**src/rtl/lsc_pkg.sv**
```systemverilog
// shared types and constants of the line sensor centroid block
package lsc_pkg;

   // frame geometry and sample width
   localparam int SENSOR_COUNT     = 14;
   localparam int SAMPLE_BITS_DEF  = 16;
   localparam int INDEX_BITS       = 4;
   localparam int WEIGHT_BITS      = 6;

   // centroid divider widths: dividend is 2*|sum|*32768 + 7*count, divisor 14*count
   localparam int DIVIDEND_BITS    = 22;
   localparam int DIVISOR_BITS     = 8;

   // configuration register indexes
   localparam logic [1:0] CSR_FULL_SCALE    = 2'd0;
   localparam logic [1:0] CSR_HIT_THRESHOLD = 2'd1;
   localparam logic [1:0] CSR_LOST_NUDGE    = 2'd2;

   // configuration reset values
   localparam logic [15:0] FULL_SCALE_RST    = 16'hFFFF;
   localparam logic [15:0] HIT_THRESHOLD_RST = 16'h8000;
   localparam logic [15:0] LOST_NUDGE_RST    = 16'h0000;

   // position weight of each sensor, symmetric around the center
   localparam logic signed [4:0] POS_WEIGHT [SENSOR_COUNT] = '{
      -5'sd7, -5'sd6, -5'sd5, -5'sd4, -5'sd3, -5'sd2, -5'sd1,
       5'sd1,  5'sd2,  5'sd3,  5'sd4,  5'sd5,  5'sd6,  5'sd7
   };

   // running frame totals from the accumulator
   typedef struct packed {
      logic [SENSOR_COUNT-1:0] mask;
      logic [3:0]              count;
      logic [WEIGHT_BITS-1:0]  weight_sum;
      logic                    last;
   } frame_type;

   // divider status toward the sequencer
   typedef struct packed {
      logic busy;
      logic done;
   } div_stat_type;

endpackage

```
**src/rtl/lsc_frame_acc.sv**
```systemverilog
// per-sample inversion, threshold compare and frame accumulation
module lsc_frame_acc #(
   parameter int SAMPLE_BITS = lsc_pkg::SAMPLE_BITS_DEF
) (
   input  logic                clock,
   input  logic                reset,
   input  logic                beat,
   input  logic                clear,
   input  logic [15:0]         sample,
   input  logic [15:0]         full_scale,
   input  logic [15:0]         hit_threshold,
   output lsc_pkg::frame_type  frame
);

   logic [lsc_pkg::INDEX_BITS-1:0]   idx_ff, idx_in;
   logic [lsc_pkg::SENSOR_COUNT-1:0] mask_ff, mask_in;
   logic [3:0]                       count_ff, count_in;
   logic [lsc_pkg::WEIGHT_BITS-1:0]  wsum_ff, wsum_in;
   logic [SAMPLE_BITS-1:0]           inv;
   logic                             hit;
   logic                             last;

   // inversion wraps at the sample width
   assign inv  = full_scale[SAMPLE_BITS-1:0] - sample[SAMPLE_BITS-1:0];
   assign hit  = 16'(inv) > hit_threshold;
   assign last = idx_ff == lsc_pkg::INDEX_BITS'(lsc_pkg::SENSOR_COUNT - 1);

   // next totals
   always_comb begin
      idx_in   = idx_ff;
      mask_in  = mask_ff;
      count_in = count_ff;
      wsum_in  = wsum_ff;
      if (clear) begin
         idx_in   = '0;
         mask_in  = '0;
         count_in = '0;
         wsum_in  = '0;
      end else if (beat) begin
         idx_in = last ? '0 : idx_ff + 1'b1;
         if (hit) begin
            mask_in[idx_ff] = 1'b1;
            count_in        = count_ff + 1'b1;
            wsum_in         = wsum_ff
                              + lsc_pkg::WEIGHT_BITS'(lsc_pkg::POS_WEIGHT[idx_ff]);
         end
      end
   end

   always_ff @(posedge clock) begin
      if (reset) begin
         idx_ff   <= '0;
         mask_ff  <= '0;
         count_ff <= '0;
         wsum_ff  <= '0;
      end else begin
         idx_ff   <= idx_in;
         mask_ff  <= mask_in;
         count_ff <= count_in;
         wsum_ff  <= wsum_in;
      end
   end

   assign frame.mask       = mask_ff;
   assign frame.count      = count_ff;
   assign frame.weight_sum = wsum_ff;
   assign frame.last       = last;

endmodule

```
**src/rtl/lsc_div.sv**
```systemverilog
// restoring divider, one quotient bit per cycle
module lsc_div (
   input  logic                               clock,
   input  logic                               reset,
   input  logic                               start,
   input  logic [lsc_pkg::DIVIDEND_BITS-1:0]  dividend,
   input  logic [lsc_pkg::DIVISOR_BITS-1:0]   divisor,
   output logic [lsc_pkg::DIVIDEND_BITS-1:0]  quotient,
   output lsc_pkg::div_stat_type              stat
);

   localparam int CNT_BITS = $clog2(lsc_pkg::DIVIDEND_BITS);

   logic [lsc_pkg::DIVIDEND_BITS-1:0] quo_ff, quo_in;
   logic [lsc_pkg::DIVISOR_BITS-1:0]  rem_ff, rem_in;
   logic [lsc_pkg::DIVISOR_BITS-1:0]  dsr_ff, dsr_in;
   logic [CNT_BITS-1:0]               cnt_ff, cnt_in;
   logic                              busy_ff, busy_in;
   logic                              done_ff, done_in;
   logic [lsc_pkg::DIVISOR_BITS:0]    trial;
   logic [lsc_pkg::DIVISOR_BITS:0]    diff;
   logic                              ge;

   // one trial subtract per cycle
   assign trial = {rem_ff, quo_ff[lsc_pkg::DIVIDEND_BITS-1]};
   assign diff  = trial - {1'b0, dsr_ff};
   assign ge    = trial >= {1'b0, dsr_ff};

   always_comb begin
      quo_in  = quo_ff;
      rem_in  = rem_ff;
      dsr_in  = dsr_ff;
      cnt_in  = cnt_ff;
      busy_in = busy_ff;
      done_in = 1'b0;
      if (start) begin
         quo_in  = dividend;
         rem_in  = '0;
         dsr_in  = divisor;
         cnt_in  = CNT_BITS'(lsc_pkg::DIVIDEND_BITS - 1);
         busy_in = 1'b1;
      end else if (busy_ff) begin
         quo_in = {quo_ff[lsc_pkg::DIVIDEND_BITS-2:0], ge};
         rem_in = ge ? diff[lsc_pkg::DIVISOR_BITS-1:0] : trial[lsc_pkg::DIVISOR_BITS-1:0];
         cnt_in = cnt_ff - 1'b1;
         if (cnt_ff == '0) begin
            busy_in = 1'b0;
            done_in = 1'b1;
         end
      end
   end

   always_ff @(posedge clock) begin
      if (reset) begin
         busy_ff <= 1'b0;
         done_ff <= 1'b0;
         cnt_ff  <= '0;
      end else begin
         busy_ff <= busy_in;
         done_ff <= done_in;
         cnt_ff  <= cnt_in;
      end
   end

   // datapath registers
   always_ff @(posedge clock) begin
      quo_ff <= quo_in;
      rem_ff <= rem_in;
      dsr_ff <= dsr_in;
   end

   assign quotient  = quo_ff;
   assign stat.busy = busy_ff;
   assign stat.done = done_ff;

endmodule

```
**src/rtl/line_sensor_centroid_core.sv**
```systemverilog
// top level of the line sensor centroid block
//
// Samples of one frame arrive on the req_ stream, one beat per sensor, sensor 0
// first; 14 beats make a frame. Each sample is inverted against full_scale and
// compared with hit_threshold. After the last beat of a frame one result beat
// leaves on the rsp_ stream with the centroid offset (signed Q1.15), hit mask,
// hit count and a line-lost flag in tuser. A frame with no hit moves the kept
// offset by lost_nudge, with saturation, and reports that.
// The first 13 samples are only accumulated and do not hold the stream. After
// the last sample the sequencer passes ST_CALC; a frame with hits then runs a
// restoring divide, one quotient bit per cycle in lsc_div, while a frame with
// no hit goes straight to ST_DONE; req_tready is low from the last beat until
// the result is loaded into the output register.
// The result sits in an output register; further samples are taken while it
// waits, but a frame that completes while it is still held back by
// rsp_tready waits before loading.
// Configuration writes on csr_ take effect the next cycle. Synchronous reset
// restores the register defaults, clears the frame and sets the offset to zero.
module line_sensor_centroid_core #(
   parameter int SAMPLE_BITS = lsc_pkg::SAMPLE_BITS_DEF
) (
   input  logic        clock,
   input  logic        reset,
   // sample stream
   input  logic        req_tvalid,
   output logic        req_tready,
   input  logic [15:0] req_tdata,   // [15:0] sample
   // result stream
   output logic        rsp_tvalid,
   input  logic        rsp_tready,
   output logic [39:0] rsp_tdata,   // [15:0] offset_q15, [29:16] hit_mask, [33:30] hit_count
   output logic        rsp_tuser,   // [0] line_lost
   // configuration writes
   input  logic        csr_we,
   input  logic [1:0]  csr_index,
   input  logic [15:0] csr_wdata
);

   typedef enum logic [3:0] {
      ST_IDLE = 4'b0001,
      ST_CALC = 4'b0010,
      ST_DIV  = 4'b0100,
      ST_DONE = 4'b1000
   } state_type;

   state_type                          state_ff, state_in;
   logic [15:0]                        full_scale_ff, hit_threshold_ff, lost_nudge_ff;
   logic [15:0]                        cur_offset_ff, cur_offset_in;
   logic [15:0]                        res_offset_ff, res_offset_in;
   logic                               res_lost_ff, res_lost_in;
   logic                               rsp_valid_ff, rsp_valid_in;
   logic [15:0]                        rsp_offset_ff;
   logic [lsc_pkg::SENSOR_COUNT-1:0]   rsp_mask_ff;
   logic [3:0]                         rsp_count_ff;
   logic                               rsp_lost_ff;
   logic                               req_beat;
   logic                               out_free;
   logic                               load;
   logic                               div_start;
   lsc_pkg::frame_type                 frame;
   lsc_pkg::div_stat_type              div_stat;
   logic [lsc_pkg::DIVIDEND_BITS-1:0]  dividend;
   logic [lsc_pkg::DIVIDEND_BITS-1:0]  quotient;
   logic [lsc_pkg::DIVISOR_BITS-1:0]   divisor;
   logic [lsc_pkg::WEIGHT_BITS-1:0]    abs_sum;
   logic [6:0]                         den;
   logic                               q_big;
   logic [16:0]                        nudge_sum;

   assign req_tready = state_ff == ST_IDLE;
   assign req_beat   = req_tvalid && req_tready;
   assign out_free   = !rsp_valid_ff || rsp_tready;
   assign load       = (state_ff == ST_DONE) && out_free;
   assign div_start  = (state_ff == ST_CALC) && (frame.count != '0);

   // configuration registers
   always_ff @(posedge clock) begin
      if (reset) begin
         full_scale_ff    <= lsc_pkg::FULL_SCALE_RST;
         hit_threshold_ff <= lsc_pkg::HIT_THRESHOLD_RST;
         lost_nudge_ff    <= lsc_pkg::LOST_NUDGE_RST;
      end else if (csr_we) begin
         case (csr_index)
            lsc_pkg::CSR_FULL_SCALE:    full_scale_ff    <= csr_wdata;
            lsc_pkg::CSR_HIT_THRESHOLD: hit_threshold_ff <= csr_wdata;
            lsc_pkg::CSR_LOST_NUDGE:    lost_nudge_ff    <= csr_wdata;
            default: ;
         endcase
      end
   end

   lsc_frame_acc #(
      .SAMPLE_BITS (SAMPLE_BITS)
   ) u_acc (
      .clock         (clock),
      .reset         (reset),
      .beat          (req_beat),
      .clear         (load),
      .sample        (req_tdata),
      .full_scale    (full_scale_ff),
      .hit_threshold (hit_threshold_ff),
      .frame         (frame)
   );

   // divider operands: (2*|sum|*32768 + 7*count) / (14*count)
   assign abs_sum  = frame.weight_sum[lsc_pkg::WEIGHT_BITS-1]
                     ? lsc_pkg::WEIGHT_BITS'(6'd0 - frame.weight_sum)
                     : frame.weight_sum;
   assign den      = {frame.count, 3'b000} - {3'b000, frame.count};
   assign dividend = {1'b0, abs_sum[4:0], 16'h0000} + lsc_pkg::DIVIDEND_BITS'(den);
   assign divisor  = {den, 1'b0};

   lsc_div u_div (
      .clock    (clock),
      .reset    (reset),
      .start    (div_start),
      .dividend (dividend),
      .divisor  (divisor),
      .quotient (quotient),
      .stat     (div_stat)
   );

   // saturation checks for the centroid and the nudged offset
   assign q_big     = |quotient[lsc_pkg::DIVIDEND_BITS-1:15];
   assign nudge_sum = {cur_offset_ff[15], cur_offset_ff} + {lost_nudge_ff[15], lost_nudge_ff};

   // sequencer
   always_comb begin
      state_in      = state_ff;
      res_offset_in = res_offset_ff;
      res_lost_in   = res_lost_ff;
      cur_offset_in = cur_offset_ff;
      case (state_ff)
         ST_IDLE: begin
            if (req_beat && frame.last) begin
               state_in = ST_CALC;
            end
         end
         ST_CALC: begin
            if (frame.count == '0) begin
               res_lost_in = 1'b1;
               if (nudge_sum[16] != nudge_sum[15]) begin
                  res_offset_in = nudge_sum[16] ? 16'h8000 : 16'h7FFF;
               end else begin
                  res_offset_in = nudge_sum[15:0];
               end
               state_in = ST_DONE;
            end else begin
               res_lost_in = 1'b0;
               state_in    = ST_DIV;
            end
         end
         ST_DIV: begin
            if (div_stat.done) begin
               if (frame.weight_sum[lsc_pkg::WEIGHT_BITS-1]) begin
                  res_offset_in = q_big ? 16'h8000 : 16'h0000 - quotient[15:0];
               end else begin
                  res_offset_in = q_big ? 16'h7FFF : quotient[15:0];
               end
               state_in = ST_DONE;
            end
         end
         ST_DONE: begin
            if (out_free) begin
               cur_offset_in = res_offset_ff;
               state_in      = ST_IDLE;
            end
         end
         default: begin
            state_in = ST_IDLE;
         end
      endcase
   end

   // output register valid
   always_comb begin
      rsp_valid_in = rsp_valid_ff;
      if (load) begin
         rsp_valid_in = 1'b1;
      end else if (rsp_tready) begin
         rsp_valid_in = 1'b0;
      end
   end

   always_ff @(posedge clock) begin
      if (reset) begin
         state_ff      <= ST_IDLE;
         cur_offset_ff <= '0;
         rsp_valid_ff  <= 1'b0;
      end else begin
         state_ff      <= state_in;
         cur_offset_ff <= cur_offset_in;
         rsp_valid_ff  <= rsp_valid_in;
      end
   end

   // result payload
   always_ff @(posedge clock) begin
      res_offset_ff <= res_offset_in;
      res_lost_ff   <= res_lost_in;
      if (load) begin
         rsp_offset_ff <= res_offset_ff;
         rsp_mask_ff   <= frame.mask;
         rsp_count_ff  <= frame.count;
         rsp_lost_ff   <= res_lost_ff;
      end
   end

   assign rsp_tvalid = rsp_valid_ff;
   assign rsp_tdata  = {6'b000000, rsp_count_ff, rsp_mask_ff, rsp_offset_ff};
   assign rsp_tuser  = rsp_lost_ff;

   // no sample is taken while the divider runs
   a_no_beat_in_div : assert property (@(posedge clock) disable iff (reset)
      div_stat.busy |-> !req_tready)
      else $error("sample accepted while divider busy");

   // divider finishes only while the sequencer waits for it
   a_done_in_div : assert property (@(posedge clock) disable iff (reset)
      div_stat.done |-> state_ff == ST_DIV)
      else $error("divider done outside divide state");

   // reported count matches the reported mask
   a_count_mask : assert property (@(posedge clock) disable iff (reset)
      rsp_tvalid |-> $countones(rsp_mask_ff) == 32'(rsp_count_ff))
      else $error("hit count does not match hit mask");

   // a lost line carries no hits
   a_lost_empty : assert property (@(posedge clock) disable iff (reset)
      (rsp_tvalid && rsp_tuser) |-> (rsp_count_ff == '0 && rsp_mask_ff == '0))
      else $error("line lost reported with hits");

endmodule
```
**config.mk**
```make
export PLATFORM = sky130hd
export DESIGN_NAME = line_sensor_centroid_core
export DESIGN_NICKNAME = d
export VERILOG_FILES = /design/src/rtl/lsc_pkg.sv /design/src/rtl/lsc_frame_acc.sv /design/src/rtl/lsc_div.sv /design/src/rtl/line_sensor_centroid_core.sv
export SDC_FILE = /design/constraint.sdc
export NUM_CORES = 1
export LEC_CHECK = 0
export BUFFER_PORTS_ARGS = -buffer_cell sky130_fd_sc_hd__buf_2
export CORE_MARGIN = 10
export CORE_UTILIZATION = 45
export CTS_CLUSTER_SIZE = 16
export DETAILED_ROUTE_END_ITERATION = 10
export HOLD_SLACK_MARGIN = 0.06
export PLACE_DENSITY = 0.75
export SLEW_MARGIN = 10
export SYNTH_ARGS = -nofsm -noshare
export SYNTH_HDL_FRONTEND = slang
export SYNTH_SLANG_ARGS = --single-unit
```
**constraint.sdc**
```tcl
create_clock -name clock -period 4.3 [get_ports clock]
set_clock_uncertainty 0.1 [all_clocks]
set_input_delay 0 -clock clock [delete_from_list [all_inputs] [get_ports clock]]
set_output_delay 0 -clock clock [all_outputs]
set_load 0.02 [all_outputs]
```
; Yosys cells after proc, flatten, opt, wreduce, memory -nomap -nowiden
; Memories as Yosys holds them, arrays and structs flattened.
; Cells that the tools add are included.
[op_classes]
n_addsub = 11
magnitude_cmp = 5
n_eq_ne = 12
mux = 31
n_bitwise = 3
reduce_logical = 25
[op_table]
columns = operator, n
row1 = 16-bit 2-to-1 mux, 7
row2 = 22-bit 2-to-1 mux, 2
row3 = 16-bit case mux with 2 select lines, 1
row4 = 5-bit 2-to-1 mux, 5
row5 = 21-bit by 7-bit adder with 22-bit output, 1
row6 = 4-bit 2-to-1 mux, 5
row7 = 16-bit by 16-bit adder with 17-bit output, 1
row8 = 16-bit > comparator, 1
row9 = 4-bit case mux with 4 select lines, 1
row10 = "1-bit by 16-bit subtractor with 16-bit output, first input constant", 1
row11 = 16-bit subtractor, 1
row12 = 14-bit bitwise OR, 1
row13 = 2-bit AND reduction, 5
row14 = 9-bit by 8-bit >= comparator with 1-bit output, 1
row15 = "4-bit by 1-bit adder with 4-bit output, second input constant", 2
row16 = "4-bit == test, second input constant", 2
row17 = 1-bit 2-to-1 mux, 8
row18 = 8-bit 2-to-1 mux, 1
row19 = 8-bit subtractor, 1
row20 = 7-bit OR reduction, 1
row21 = 7-bit by 4-bit subtractor with 7-bit output, 1
row22 = 6-bit adder, 1
row23 = "2-bit by 1-bit inequality test with 1-bit output, second input constant", 3
row24 = 3-bit AND reduction, 2
row25 = other kinds (25), 32
[totals]
register_bits = 193
rom_bits = 80
input_bits = 39
output_inout_bits = 43
wordCells = 111
mem_count = 1
[mem_list]
columns = memory, words, word_bits, rd, rd_clocked_by_memory_dff, wr, line_no
row1 = (name not given), 16, 5, 1, 0, 0, lsc_frame_acc.sv:45  ; + lsc_pkg::WEIGHT_BITS'(lsc_pkg::POS_WEIGHT[idx_ff]);

; Logic depth before layout (Yosys ltp)
; Gate-level depths: netlist of run 1.
[logic_depth]
depth_word = 5
mapped_depth = 19

; Cells and area by module
; From an unflattened synthesis of run 1, not the netlist that was laid out.
[hier_totals]
cells_unflattened = 1125
hier_area_um2 = 10651.5
[by_module_without_submodules]
columns = module, instances, cells_per_inst, area_per_inst_um2, seq_area_each_um2
row1 = line_sensor_centroid_core, 1, 623, 5824.3, 2942.8
row2 = lsc_frame_acc, 1, 298, 2503.7, 560.5
row3 = lsc_div, 1, 204, 2323.5, 1201.2

; Worst setup path before layout of run 1
; No wires, ideal clock.
[synth_path]
kind = register -> register
start = register full_scale_ff[0]
end = register u_acc.count_ff[1]
setup_time_ns = 0.128
arrival_ns = 3.397
t_required_ns = 4.072
slack_ns = 0.675
path_stages_with_launch = 19
n_path_buf = 1
period_less_slack_ns = 3.625
cell_sequence = dfxtp_1 inv_1 ha_1 fa_1 nor2b_1 o2111ai_1 a21boi_1 o2111ai_1 nand3b_1 o211ai_1 ha_1 nand4_1 or2_1 nor2_1 o21ai_1 a31oi_4 buf_4 mux2i_1 nor2_1
[synth_via]
elab_chain_cells = 3
[synth_lines]
columns = element, line_no
row1 = "start, declared", line_sensor_centroid_core.sv:47  ; logic [15:0] full_scale_ff, hit_threshold_ff, lost_nudge_ff;
row2 = "start signal, assigned", line_sensor_centroid_core.sv:79  ; full_scale_ff <= lsc_pkg::FULL_SCALE_RST;
row3 = "start signal, assigned", line_sensor_centroid_core.sv:84  ; lsc_pkg::CSR_FULL_SCALE: full_scale_ff <= csr_wdata;
row4 = 16-bit subtractor, lsc_frame_acc.sv:24  ; assign inv = full_scale[SAMPLE_BITS-1:0] - sample[SAMPLE_BITS-1:0];
row5 = 16-bit > comparator, lsc_frame_acc.sv:25  ; assign hit = 16'(inv) > hit_threshold;
row6 = 2-bit AND reduction (no source line), n/a
row7 = "end signal, assigned", lsc_frame_acc.sv:59  ; count_ff <= count_in;
row8 = "end, declared", lsc_frame_acc.sv:17  ; logic [3:0] count_ff, count_in;
; No other way between the ends.
; A chain may end at the register's enable or synchronous reset.

; Worst setup path after layout of run 1
[layout_path]
start = register full_scale_ff[0]
end = register u_acc.wsum_ff[3] (netlist bit)
[layout_via]
elab_chain_cells = 3
[layout_lines]
columns = element, line_no
row1 = 16-bit subtractor, lsc_frame_acc.sv:24
row2 = 16-bit > comparator, lsc_frame_acc.sv:25
row3 = 2-bit AND reduction (no source line), n/a
row4 = "end signal, assigned", lsc_frame_acc.sv:60  ; wsum_ff <= wsum_in;
row5 = "end, declared", lsc_frame_acc.sv:18  ; logic [lsc_pkg::WEIGHT_BITS-1:0] wsum_ff, wsum_in;
; No other way between the ends.

==> metrics.txt, run 1 <==
Rows 55; WP data arrival between 4000 and 5000 ps; outcome finished clean; setup TNS 0 ps; die area around 29000 sq um; Initial DRT Pass Iterations 7; CP max stage cell fa_1; Root Driver clkbuf_16; n_diodes 0; DIE WIDTH 171 microns; clock sink total 193; placed insts 1433; Core Util, Final 51.8%; CTS buffer count 17; fmax 0.247 GHz; first-pass GRT wire length 38.1 mm; vias in the first global route between 7000 and 8000; initial antenna violation count 0; CORE AREA 22600 sq um; clk slew on worst S/H paths 80 ps; most used flip-flop cell after synthesis dfxtp_1; Synth-to-Final Area Change 13.4%; grt ovf 0; Max Cap Violations 0; number of synthesized register bits 193; Synth Area per Inst between 9 and 10 sq um; Final Non-Filler Cells 1485; Top Layer Used met4; Setup CP Type flip-flop to flip-flop; H-tree levels 4; largest cells by area after synthesis edfxtp_1 24%, dfxtp_1 22%, ha_1 8.6%; met1 wire length between 10 and 15 mm; Reg area 4670 sq um; Yosys cell types 80; synthesized instance count 1108; startpoint types flip-flop; vias per cell around 5.5; area taken by multi-input logic gates 5160 sq um; CP cell instances inv_1 -> ha_1 -> fa_1 -> nor2b_1 -> o2111ai_1 -> a21boi_1 -> o2111ai_1 -> nand3b_1 -> o211ai_1 -> ha_1 -> nand4_1 -> or2_1 -> nor2_1 -> o21ai_1 -> a31oi_4 -> buf_12 -> mux2i_2 -> nor2_1; drt initial violations ~530; Leak Pwr between 4 and 5 nW; Async SR Flop Fraction 0%; Total Routed Length 23.2 mm; Hold Fails Final Rpt 0; Setup violations, final 0; unrepaired setup endpoints after global routing no; relative slew slack 27.0%; Worst Hold Class input pin to flip-flop; Critical Path RT between 4000 and 5000 ps; crit path capture type flip-flop; vias 8148; maximum root-to-sink buffer count 2; global placer's final weighted congestion 0.872; drt drc 0; pwr/cell area around 370 nW/um^2; Die H 171 microns; dpl hpwl between 15 and 20 mm; Synth Cell Area 10300 sq um; Clock Latency Late Sink 440 ps; DR WL/cell 15.6 microns; gr usage total 15.8%; critical path's largest stage delay about 420 ps; crit share post-route 94.1%; worst vdd ir 217 uV; antenna viol nets, final 0; CTS tree done; I/O pin total between 80 and 90; largest net degree at the start of global routing 75; routed wl met3 1.21 mm; Ys Warns 0; Synth area leader edfxtp_1; Crit Path Max Fanout 14; post-synthesis sequential area ratio between 40% and 50%; effective utilization at floorplan 45.7%; final net count 1301; fraction of layout cells with a size suffix above 1 11.7%; area fraction of the dominant cell type after synthesis a little under a quarter; Worst Tran Pin Value 1090 ps; post-layout min period 4050 ps; number of synthesized flops with an enable pin 81; # port buffers 75; Pins Over Slew Limit 0; WL met2 roughly 11 mm; filler instances 2055
-- final timing paths --
kind,start,to,slack [ps],cells after the start
setup / recovery,full_scale_ff[0]$_SDFFE_PP1P_,u_acc.wsum_ff[3]$_SDFFE_PP0P_,250,18
hold / removal,csr_index[1],hit_threshold_ff[0]$_SDFFE_PP0P_,80,4
setup reg to reg,full_scale_ff[0]$_SDFFE_PP1P_,u_acc.wsum_ff[3]$_SDFFE_PP0P_,250,18
hold reg to reg,u_acc.mask_ff[1]$_SDFFE_PP0P_,rsp_mask_ff[1]$_DFFE_PP_,350,0
-- worst max-delay path: cells and delay by family, from the launching register on --
kind | cells | cell delay [ps]
compound gates | 6 | 1080
simple gates | 6 | 980
fa+ha+maj | 3 | 940
flops | 1 | 310
buf+inv | 2 | 240
mux | 1 | 240
-- cells in the mapped netlist (13+ instances only) --
master	number
a21oi_1	105
dfxtp_1	112
clkbuf_1	32
edfxtp_1	81
o22ai_1	15
ha_1	71
inv_1	70
a31oi_1	19
o21ai_1	14
nor2_1	91
nor2b_1	30
o21ai_0	32
a211o_1	16
mux2i_1	13
a21o_1	21
xnor2_1	35
nand2_1	154
nor3_1	20
-- sequential cells by signal, summed over array words and instances (netlist names), 4 cells and up --
name,count
u_div.quotient,22
cur_offset_ff,16
full_scale_ff,16
hit_threshold_ff,16
lost_nudge_ff,16
res_offset_ff,16
rsp_offset_ff,16
rsp_mask_ff,14
u_acc.mask_ff,14
u_div.rem_ff,8
u_div.dsr_ff,7
u_acc.wsum_ff,6
u_div.cnt_ff,5
rsp_count_ff,4
state_ff,4
u_acc.count_ff,4
u_acc.idx_ff,4
-- logic make-up (layout without fill, tap and decap cells) --
logic type | after synthesis | count (layout) | share of synthesized area, %
AND/OR/NAND/NOR | 376 | 376 | 17.6
XOR/XNOR | 46 | 46 | 3.91
AO/OA/AOI/OAI | 283 | 283 | 17.5
multiplexers | 14 | 14 | 1.37
flip-flops | 193 | 193 | 45.4
buffers and inverters | 120 | 207 | 4.82
other | 1 | 6 | 0.0364
adder cells (fa/ha/maj) | 75 | 75 | 9.40
-- cell type report --
| type | count | share of cell area [%] |
|---|---|---|
| clock inverter | 12 | 1.03 |
| clock buffer | 20 | 3.82 |
| inverter | 72 | 2.31 |
| sequential | 193 | 40.0 |
| timing repair buffer | 103 | 5.65 |
| multi-input combinational | 800 | 44.2 |
| tap | 285 | 3.05 |
-- where the power goes --
| part | internal (mW) | switching, mW |
|---|---|---|
| logic | 0.339 | 0.410 |
| clock network | 0.828 | 0.727 |
| registers | 1.96 | 0.0687 |
-- cell usage in the layout (no fill, tap or decap), drive strengths merged, types with 4 or more instances in the layout --
master,n
nand3,7
xnor2,35
a22oi,5
o21ai,47
a21o,21
o22ai,16
nor2b,30
conb,6
a31o,4
or3,7
a211o,16
a31oi,20
a21boi,4
nor3,20
or4,4
a21oi,106
a211oi,10
dlygate4sd3,18
nor4,4
o211ai,8
o21a,6
edfxtp,81
nand2b,8
nand4,11
mux2i,13
nand2,156
nor4b,7
inv,78
buf,84
nand3b,5
and2,9
clkbuf,21
dfxtp,112
ha,71
nor2,92
clkinv,4
fa,4
xor2,11
-- stage by stage --
stage	worst slack, ps	hold slack [ps]	instance area [sq um]	power (mW)
after detailed placement	321	145	10900	2.77
after global placement	403	142	10900	2.75
after CTS	226	60.6	11700	4.33
after global routing	27.2	121	11700	4.53
after floorplan	675	17.8	10300	2.61
final	254	75.8	11700	4.33
-- layer usage --
| metal | up-vias | track usage [%] |
|---|---|---|
| met1 | 3857 | 20.8 |
| met3 | 28 | 3.53 |
| met2 | 190 | 25.1 |
| met4 | 0 | 5.44 |
| met5 | - | 0 |
| li1 | 4073 | - |
-- timing repair --
action	in CTS	in global routing
endpoints found under the setup margin	0	6
gates resized for setup	0	1
endpoints found under the hold margin	55	0
hold buffers	18	0
buffers inserted	0	1
No activity file was read; power rests on OpenSTA's default activity.
==> run 2: changes to the inputs <==
--- a/config.mk
+++ b/config.mk
@@ -7,11 +7,11 @@
 export LEC_CHECK = 0
 export BUFFER_PORTS_ARGS = -buffer_cell sky130_fd_sc_hd__buf_2
 export CORE_MARGIN = 10
-export CORE_UTILIZATION = 45
+export CORE_UTILIZATION = 25
 export CTS_CLUSTER_SIZE = 16
 export DETAILED_ROUTE_END_ITERATION = 10
 export HOLD_SLACK_MARGIN = 0.06
-export PLACE_DENSITY = 0.75
+export PLACE_DENSITY = 0.52
 export SLEW_MARGIN = 10
 export SYNTH_ARGS = -nofsm -noshare
 export SYNTH_HDL_FRONTEND = slang
==> run 2 against run 1 <==
  * Critical path depth stayed put
  * Via count is 1.6% lower
  * Die area is 69% higher
  * Utilization is 22 points lower
  * Count of clock-buffer cells in the layout stayed put
  * Cell count is 17% higher
  * Flip-flop and latch count stayed put
  * Clock power is 7% higher
  * Sequential share of layout area is 1.1 points lower
  * First-iteration DRC count is 30% lower
  * Sequential power hardly changed
  * Register-to-register slack better by 90 ps
  * Critical endpoint is now u_acc.wsum_ff[5]$_SDFFE_PP0P_
  * Largest power group unchanged
  * Highest routed layer unchanged
==> metrics.txt, run 2 (synthesized netlist as in run 1, its figures left out) <==
Rows 74; placed cell areas 11200 sq um; first-pass GRT wire length 40.9 mm; CTS buffer count 17; max FFs per register 22; Setup violations, final 0; outcome finished clean; CTS tree done; Synth-to-Final Area Change 16.6%; Setup CP Type flip-flop to flip-flop; final net count between 1000 and 1500; largest net degree at the start of global routing 75; drt drc 0; gr usage total under 10%; grt ovf 0; I/O pin total 82; initial antenna violation count 0; fmax 0.253 GHz; vias in the first global route approximately 8000; WP data arrival 4190 ps; unrepaired setup endpoints after global routing no; Max Cap Violations 0; # port buffers between 70 and 80; Worst Tran Pin Value 1100 ps; H-tree levels 4; Pins Over Slew Limit 0; Total Routed Length 25.2 mm; clk slew on worst S/H paths ~70 ps; die area 49700 sq um; Critical Path RT 4540 ps; DR WL/cell about 15 microns; post-layout min period between 3000 and 4000 ps; Worst Hold Class input pin to flip-flop; CORE AREA 40800 sq um; pwr/cell area 368 nW/um^2; effective utilization at floorplan 25.2%; DIE WIDTH 223 microns; most frequent cells in the layout 154 x nand2_1, 112 x dfxtp_1, 105 x a21oi_1; drt initial violations 374; setup TNS 0 ps; Die H 223 microns; startpoint types flip-flop; n_diodes 0; global placer's final weighted congestion 0.829; most common library cell in the layout ignoring fill and taps nand2_1; Hold Fails Final Rpt 0; dpl hpwl 18.5 mm; maximum root-to-sink buffer count 2; fraction of layout cells with a size suffix above 1 a little under an eighth; Initial DRT Pass Iterations 5; antenna viol nets, final 0; total power between 4 and 5 mW; vias per cell roughly 4.6; clock sink total 193; relative slew slack 26.6%; crit path capture type flip-flop; crit share post-route between 90 and 100%; final design instance area without fill between 10000 and 15000 sq um; Leak Pwr around 4.5 nW; Root Driver clkbuf_16; worst vdd ir around 310 uV; setup bufs post-CTS 0; vias 8015; Crit Path Max Fanout 28; Clock Latency Late Sink 450 ps
run 2: area by class of cell:
cell class                      count  area, sq um
Clock buffer                       20          447
Clock inverter                     12          159
Fill cell                        4312        28800
Inverter                           72          270
Multi-Input combinational cell    800         5160
Sequential cell                   193         4670
Tap cell                          532          666
Timing Repair Buffer              102          636
run 2: worst max-delay path, stage by stage, from the launching register on:
cell and delay [ps]:
dfxtp_1 310, inv_1 50, ha_1 200, fa_1 420, nor2b_2 140, o2111ai_1 160, a21boi_2 210, o2111ai_1 150
nand3b_1 180, o211ai_1 130, ha_1 320, nand4_1 110, or2_1 260, nor2_1 150, o21ai_1 130, a31oi_4 280
buf_12 220, a211oi_1 90, a31o_1 210
run 2: final timing paths:
check / slack [ps] / startpoint / endpoint / cells after the start
worst max-delay path: 350 / full_scale_ff[0]$_SDFFE_PP1P_ / u_acc.wsum_ff[5]$_SDFFE_PP0P_ / 18
worst max register to register: 350 / full_scale_ff[0]$_SDFFE_PP1P_ / u_acc.wsum_ff[5]$_SDFFE_PP0P_ / 18
worst min-delay path: 80 / csr_index[1] / hit_threshold_ff[5]$_SDFFE_PP0P_ / 4
worst min register to register: 350 / u_acc.mask_ff[10]$_SDFFE_PP0P_ / rsp_mask_ff[10]$_DFFE_PP_ / 0
run 2: stage by stage:
step	setup WS (ps)	std cells	util (%)	hold slack, ps
6_report	348	1731	29.4	83.6
5_1_grt	7.76	1731	29.4	121
4_1_cts	296	1731	29.4	63.6
3_5_place_dp	334	1681	27.5	153
3_3_place_gp	379	1681	27.5	152
2_1_floorplan	675	1113	-	17.8
run 2: power by group:
part	switching (mW)	leakage (nW)	total [mW]	internal, mW
logic	0.421	2.65	0.750	0.329
clock network	0.729	0.279	1.66	0.933
registers	0.0527	1.61	2.01	1.96
total	1.20	4.54	4.43	3.22
run 2: what timing repair did:
item,in CTS,in global routing
endpoints found under the hold margin,53,0
gates resized for setup,0,2
endpoints found under the setup margin,0,9
hold buffers,18,0
run 2: metal layers:
layer,track usage [%],vias to the layer above,routed length (microns)
met5,0,-,0
met4,2.99,0,334
met3,2.46,21,952
met2,15.9,104,11500
met1,13.0,3816,12400
li1,-,4074,-
==> run 3: changes to the inputs <==
--- a/config.mk
+++ b/config.mk
@@ -11,7 +11,7 @@
 export CTS_CLUSTER_SIZE = 16
 export DETAILED_ROUTE_END_ITERATION = 10
 export HOLD_SLACK_MARGIN = 0.06
-export PLACE_DENSITY = 0.52
+export PLACE_DENSITY_LB_ADDON = 0.2
 export SLEW_MARGIN = 10
 export SYNTH_ARGS = -nofsm -noshare
 export SYNTH_HDL_FRONTEND = slang
==> run 3 against run 2 <==
  * Via count up 1.3%
  * Global-route usage up 0.45 points
  * Critical path depth is 1 lower
  * Combinational power grew 6.7%
  * Count of clock-buffer cells in the layout unchanged
  * Hold slack better by 5.3 ps
==> metrics.txt, run 3 (synthesized netlist as in run 1, its figures left out) <==
most frequent cells in the layout 154 x nand2_1, 112 x dfxtp_1, 105 x a21oi_1; DIE WIDTH 223 microns; drt initial violations 475; dpl hpwl between 15 and 20 mm; die area 49700 sq um; CORE AREA slightly above 40000 sq um; initial antenna violation count 0; Leak Pwr 4.62 nW; I/O pin total 82; Pins Over Slew Limit 0; global placer's final weighted congestion 0.781; crit share post-route 93.3%; Die H approximately 220 microns; clk slew on worst S/H paths 80 ps; Setup CP Type flip-flop to flip-flop; vias in the first global route 7934; Max Cap Violations 0; Initial DRT Pass Iterations 4; total power 4.44 mW; largest net degree at the start of global routing 75; effective utilization at floorplan 25.2%; max FFs per register 22; n_diodes 0; # port buffers 75; CTS buffer count 17; vias per cell around 4.7; WP data arrival about 4300 ps; DR WL/cell 15.2 microns; worst vdd ir 217 uV; fmax 0.249 GHz; startpoint types flip-flop; Worst Hold Class input pin to flip-flop; Root Driver clkbuf_16; outcome finished clean; final net count 1313; Critical Path RT 4540 ps; vias just over 8000; gr usage total 10.4%; unrepaired setup endpoints after global routing no; crit path capture type flip-flop; maximum root-to-sink buffer count 2; Total Routed Length between 20 and 30 mm; Rows 74; Worst Tran Pin Value 851 ps; Hold Fails Final Rpt 0; relative slew slack a little over two fifths; Synth-to-Final Area Change 17.8%; Clock Latency Late Sink 450 ps; Setup violations, final 0; fraction of layout cells with a size suffix above 1 12.5%; most common library cell in the layout ignoring fill and taps nand2_1; post-layout min period 4010 ps; clock sink total 193; grt ovf 0; Crit Path Max Fanout 13; H-tree levels 4; drt drc 0; antenna viol nets, final 0; first-pass GRT wire length 42.4 mm; CTS tree done; pwr/cell area 366 nW/um^2; setup TNS 0 ps
## run 3: worst paths after layout
check	start	to	slack (ps)	cells past startpoint
min reg2reg	u_acc.mask_ff[0]$_SDFFE_PP0P_	rsp_mask_ff[0]$_DFFE_PP_	340	0
max	full_scale_ff[0]$_SDFFE_PP1P_	u_acc.count_ff[3]$_SDFFE_PP0P_	290	17
min	csr_index[0]	full_scale_ff[1]$_SDFFE_PP1P_	90	5
max reg2reg	full_scale_ff[0]$_SDFFE_PP1P_	u_acc.count_ff[3]$_SDFFE_PP0P_	290	17
## run 3: layout make-up
class / count / area (sq um)
flip-flops and latches: 193 / 4670
fillers: 4304 / 28700
repair buffers: 115 / 773
inverters: 72 / 270
clock buffers: 20 / 479
clock inverters: 12 / 110
multi-input cells: 800 / 5170
well taps: 532 / 666
## run 3: what timing repair did
action / 4_1_cts / 5_1_grt
hold buffers: 18 / 4
gates resized for setup: 0 / 3
setup buffers: 0 / 3
endpoints found under the setup margin: 0 / 19
endpoints found under the hold margin: 53 / 16
## run 3: critical path: stages (launching register included)
cell and delay, ps:
dfxtp_1 320, inv_1 50, ha_1 200, fa_1 420
nor2b_2 180, o2111ai_1 170, a21boi_2 200, o2111ai_1 160
nand3b_1 190, o211ai_1 130, ha_1 330, nand4_1 130
or2_1 280, o22a_1 250, a31oi_4 290, buf_12 200
a211oi_1 80, a31o_1 220
## run 3: report_power, final
group	internal [mW]	total, mW	switching (mW)
Clock	0.836	1.63	0.792
Combinational	0.356	0.800	0.444
Sequential	1.96	2.01	0.0533
## run 3: metal layers
metal / part of all wire [%] / track usage, % / vias up
met4: 1.1 / 2.88 / 0
met3: 3.4 / 2.25 / 14
met2: 45 / 16.2 / 106
li1: - / - / 4109
met1: 51 / 14.3 / 3893
met5: 0 / 0 / -
## run 3: stage by stage
step | instances | setup slack (ps) | hold WS, ps | utilization [%] | area, sq um
finish | 1744 | 287 | 88.8 | 29.7 | 12100
global route | 1744 | 21.5 | 142 | 29.7 | 12100
CTS | 1736 | 216 | 67.3 | 29.5 | 12000
detailed placement | 1686 | 260 | 161 | 27.6 | 11300
global placement | 1686 | 313 | 165 | 27.6 | 11300
floorplan | 1113 | 675 | 17.8 | - | 10300
